### config.mk
export PLATFORM = sky130hd
export DESIGN_NAME = jsvb_delay
export DESIGN_NICKNAME = d
export VERILOG_FILES = /design/src/jsvb_pkg.sv /design/src/jsvb_delay.sv
export SDC_FILE = /design/constraint.sdc
export NUM_CORES = 2
export LEC_CHECK = 0
export BUFFER_PORTS_ARGS = -buffer_cell sky130_fd_sc_hd__buf_2
export CAP_MARGIN = 30
export CORE_AREA = 3 3 401 403
export CTS_BUF_LIST = sky130_fd_sc_hd__clkbuf_8
export CTS_CLUSTER_DIAMETER = 120
export CTS_CLUSTER_SIZE = 8
export DETAILED_ROUTE_END_ITERATION = 12
export DIE_AREA = 0 0 404 406
export GPL_ROUTABILITY_DRIVEN = 0
export PLACE_DENSITY = 0.76
export SLEW_MARGIN = 20
export SYNTH_ARGS = -nofsm -noshare
export SYNTH_HDL_FRONTEND = slang
export SYNTH_SLANG_ARGS = --single-unit
### constraint.sdc
create_clock -name aclk -period 1.5 [get_ports aclk]
set_clock_uncertainty 0.15 [all_clocks]
set_input_delay 0.225 -clock aclk [delete_from_list [all_inputs] [get_ports aclk]]
set_output_delay 0.225 -clock aclk [all_outputs]
set_load 0.03 [all_outputs]
### src/jsvb_pkg.sv
// ----------------------------------------------------------------------------
// jsvb_pkg
// Shared constants and types of the joint safe velocity bounds unit: default
// widths, configuration register indexes and the divider status flags.
// ----------------------------------------------------------------------------
`default_nettype none

package jsvb_pkg;

    // default data format, signed Q8.24 in 32 bits
    localparam int DATA_WIDTH_DEF    = 32;
    localparam int FRACTION_BITS_DEF = 24;

    // configuration register indexes
    localparam int CFG_INDEX_W = 3;
    localparam logic [CFG_INDEX_W-1:0] REG_POS_UPPER = 3'd0;
    localparam logic [CFG_INDEX_W-1:0] REG_POS_LOWER = 3'd1;
    localparam logic [CFG_INDEX_W-1:0] REG_VEL_LIMIT = 3'd2;
    localparam logic [CFG_INDEX_W-1:0] REG_ACC_LIMIT = 3'd3;
    localparam logic [CFG_INDEX_W-1:0] REG_JERK      = 3'd4;
    localparam logic [CFG_INDEX_W-1:0] REG_TIME_STEP = 3'd5;

    // status of one scaled-ratio division
    typedef struct packed {
        logic neg;  // quotient is negative
        logic ovf;  // quotient magnitude beyond the data range
    } div_flag_t;

endpackage

`default_nettype wire

### src/jsvb_delay.sv
// ----------------------------------------------------------------------------
// jsvb_delay
// Delay line with valid bits that keeps side data aligned with the dividers.
// ----------------------------------------------------------------------------
`default_nettype none

module jsvb_delay #(
    parameter int WIDTH = 3*jsvb_pkg::DATA_WIDTH_DEF,
    parameter int DEPTH = jsvb_pkg::DATA_WIDTH_DEF
) (
    input  logic             aclk,
    input  logic             aresetn,
    input  logic             en,
    input  logic             in_valid,
    input  logic [WIDTH-1:0] in_data,
    output logic             out_valid,
    output logic [WIDTH-1:0] out_data
);

    logic             valid_reg [DEPTH];
    logic [WIDTH-1:0] data_reg  [DEPTH];

    // valid taps
    always_ff @(posedge aclk) begin
        if (!aresetn) begin
            for (int k = 0; k < DEPTH; k++) begin
                valid_reg[k] <= 1'b0;
            end
        end else if (en) begin
            valid_reg[0] <= in_valid;
            for (int k = 1; k < DEPTH; k++) begin
                valid_reg[k] <= valid_reg[k-1];
            end
        end
    end

    // data taps
    always_ff @(posedge aclk) begin
        if (en) begin
            data_reg[0] <= in_data;
            for (int k = 1; k < DEPTH; k++) begin
                data_reg[k] <= data_reg[k-1];
            end
        end
    end

    assign out_valid = valid_reg[DEPTH-1];
    assign out_data  = data_reg[DEPTH-1];

endmodule

`default_nettype wire

==> summary.md <==
| Metric | Value |
|---|---|
| Status | finished with violations |
| Failing checks | setup timing |
| Die X-Extent | about 400 um |
| Starting Density | around three fifths |
| Clock root cell | clkbuf_8 |
| Min Hold Slack | roughly 180 ps |
| Max-cap violation count | 0 |
| P_leak | 36.7 nW |
| Vias/cell | ~4.8 |
| Ys Warns | 0 |
| Top-area cell type share of the netlist area | a little over nine tenths |
| Gate Count Post-Synth | 3,239 |
| Worst Setup Path Type | reg -> out |
| CP max FO | 1 |
| Worst-margin pin slew | about 430 ps |
| Drt drc | 0 |
| Die height | 406 um |
| Num CTS Buffers | between 400 and 500 |
| H-tree depth | 5 |
| CP Capture Type | output port |
| Synthesized area per cell | 29.1 um^2 |
| Post-synth EDFFs | 3,103 |
| Synth top area cells | edfxtp_1 99%, buf_4 0.77%, and3_2 0.12%, and2_1 0.093%, buf_6 0.024% |
| Unrepaired setup endpoints after global routing | yes |
| Crit path DAT | approximately 1600 ps |
| Ys async rst share | 0% |
| Worst vdd ir | 1.18 mV |
| All-Layer GR Usage | a little over a tenth |
| Setup TNS | -37,940 ps |
| Initial antenna violation count | 3 |
| Min Tclk post-route | 1940 ps |
| Max-slew violation count | 0 |
| Final wirelength | 87,300 um |
| Bufs and invs on worst path | 1 |
| Commonest cells post-synth | 3,103 x edfxtp_1, 96 x buf_4, 15 x and3_2 |
| Yosys reg bits | 3,104 |
| IO Pins | 197 |
| Post-route clock period utilization | 129% |
| Total power divided by cell area | about 1500 nW/um^2 |
| Vias after detailed routing | 29,740 |
| Layout cells sized above 1 | just over 20% |
| Final setup viols | between 90 and 100 |
| Clock sink count | 3,104 |
| Die area | around 160,000 um^2 |
| F_max | roughly 520 MHz |
| PnR worst setup slack | -438 ps |
| Max reg flops | 3,072 |
| Most used flip-flop cell after synthesis | edfxtp_1 |
| Antenna viol nets, final | 0 |
| Area Overhead vs Synth | 14.4% |
| Crit path cell chain | buf_6 |
| Port Buffer Count | 196 |
| Post-synthesis sequential area ratio | 98.9% |
| Fin nets | roughly 4,300 |
| Largest stage delay on the critical path | between 400 and 500 ps |
| Vias in the first global route | just over 30,000 |
| Startpoint type of the worst setup path | register |
| Fin. Hold Viols | 0 |
| Crit-path leading delay family | flip-flops |
| CTS tree | built |
| DP Worst Slack | -110 ps |
| DR WL/cell | between 10 and 15 um |
| Post-Syn Area | around 94,000 um^2 |
| Detailed Place HPWL | 44,200 um |
| Most common cell in the netlist | edfxtp_1 |
| Core ar. | approximately 160,000 um^2 |
| Largest net degree at the start of global routing | approximately 90 |
| CP Data Required Time | 1120 ps |
| Reg2reg setup slack | around 100 ps |
| Max_slew headroom | between 70% and 80% |
| Yosys cell types | 12 |
| Number of fill cells in the layout | a little over 9,000 |
| Grt ovf | 0 |
| Max stage delay cell, worst path | edfxtp_1 |
| Clk Latency, worst-skew pair | 1000 ps |
| Worst min path class | in -> reg |
| Post-DP Area | approximately 99,000 um^2 |
| Worst-path clk slew | ~60 ps |
| First-pass GRT wire length | roughly 150,000 um |
| Drt pass-1 iters | 4 |
| Syn_nets | roughly 3,300 |
| Clock Tree Buf Depth | 4 |
| Yosys top cell by area | edfxtp_1 |
| FP Rows | 146 |
| Starting DRC count in detailed routing | 1,180 |
| Final Cell Area | approximately 110,000 um^2 |
## metal layers
layer / track usage (%) / wire length, um / vias up
met5: 0 / 0 / -
met4: 5.04 / 2480 / 0
met3: 3.94 / 5150 / 243
met2: 17.5 / 42800 / 601
met1: 13.7 / 36900 / 14234
li1: - / - / 14662
## through the flow
stage                     total power [mW]  util, %  cells
after floorplan                        104        -   3239
after global placement                 106     62.7   5583
after detailed placement               107     62.7   5583
after CTS                              159     68.2   6244
after global routing                   164     68.3   6251
final                                  157     68.3   6251
## cells in the final DEF (no fill, tap or decap)
cell | Yosys | final
edfxtp_1 | 3103 | 3103
clkbuf_8 | 0 | 442
dlygate4sd3_1 | 0 | 197
buf_4 | 96 | 138
buf_2 | 2 | 98
buf_6 | 2 | 97
buf_12 | 0 | 45
and3_2 | 15 | 15
and2_1 | 14 | 14
inv_1 | 0 | 11
inv_6 | 0 | 5
clkinvlp_4 | 0 | 4
diode_2 | 0 | 3
and3_1 | 2 | 2
mux2i_1 | 1 | 1
nor2b_1 | 1 | 1
or2b_2 | 1 | 1
inv_8 | 0 | 1
dfxtp_1 | 1 | 1
## worst paths after layout
kind	start	to	cells past startpoint
setup / recovery	data_reg[15][179]	out_data[83]	1
hold / removal	en	data_reg[14][18]	3
setup reg to reg	valid_reg[0][15]	valid_reg[1][0]	3
hold reg to reg	data_reg[6][143]	data_reg[7][47]	0
## cell type report
cell class | instances | area (um^2) | share of cell area, %
multi-input cells | 34 | 238 | 0.221
clock inverters | 21 | 126 | 0.117
flip-flops and latches | 3104 | 93200 | 86.5
repair buffers | 575 | 5490 | 5.10
clock buffers | 442 | 6080 | 5.65
diodes | 3 | 7.51 | 0.00697
well taps | 2072 | 2590 | 2.41
## where the power goes
group | switching (mW) | internal, mW
registers | 1.14 | 101
clock network | 25.2 | 26.0
logic | 2.03 | 1.17
total | 28.3 | 128
## timing repair
item,in CTS,in global routing
endpoints found under the hold margin,3231,0
endpoints found under the setup margin,97,99
buffers inserted,0,5
hold buffers,198,0
resized for setup,194,0
## cells by family (layout without fill, tap and decap cells)
| group | Yosys count | count (layout) | share of synthesized area, % |
|---|---|---|---|
| flops | 3104 | 3104 | 98.9 |
| other cells | 0 | 3 | 0 |
| buf+inv | 101 | 1038 | 0.805 |
| mux | 1 | 1 | 0.0106 |
| simple gates | 33 | 33 | 0.242 |
## worst min-delay path: cells and delay by family
kind	cells	cell delay, ps
buffers and inverters	3	930
Power figures use the tool's default switching activity.
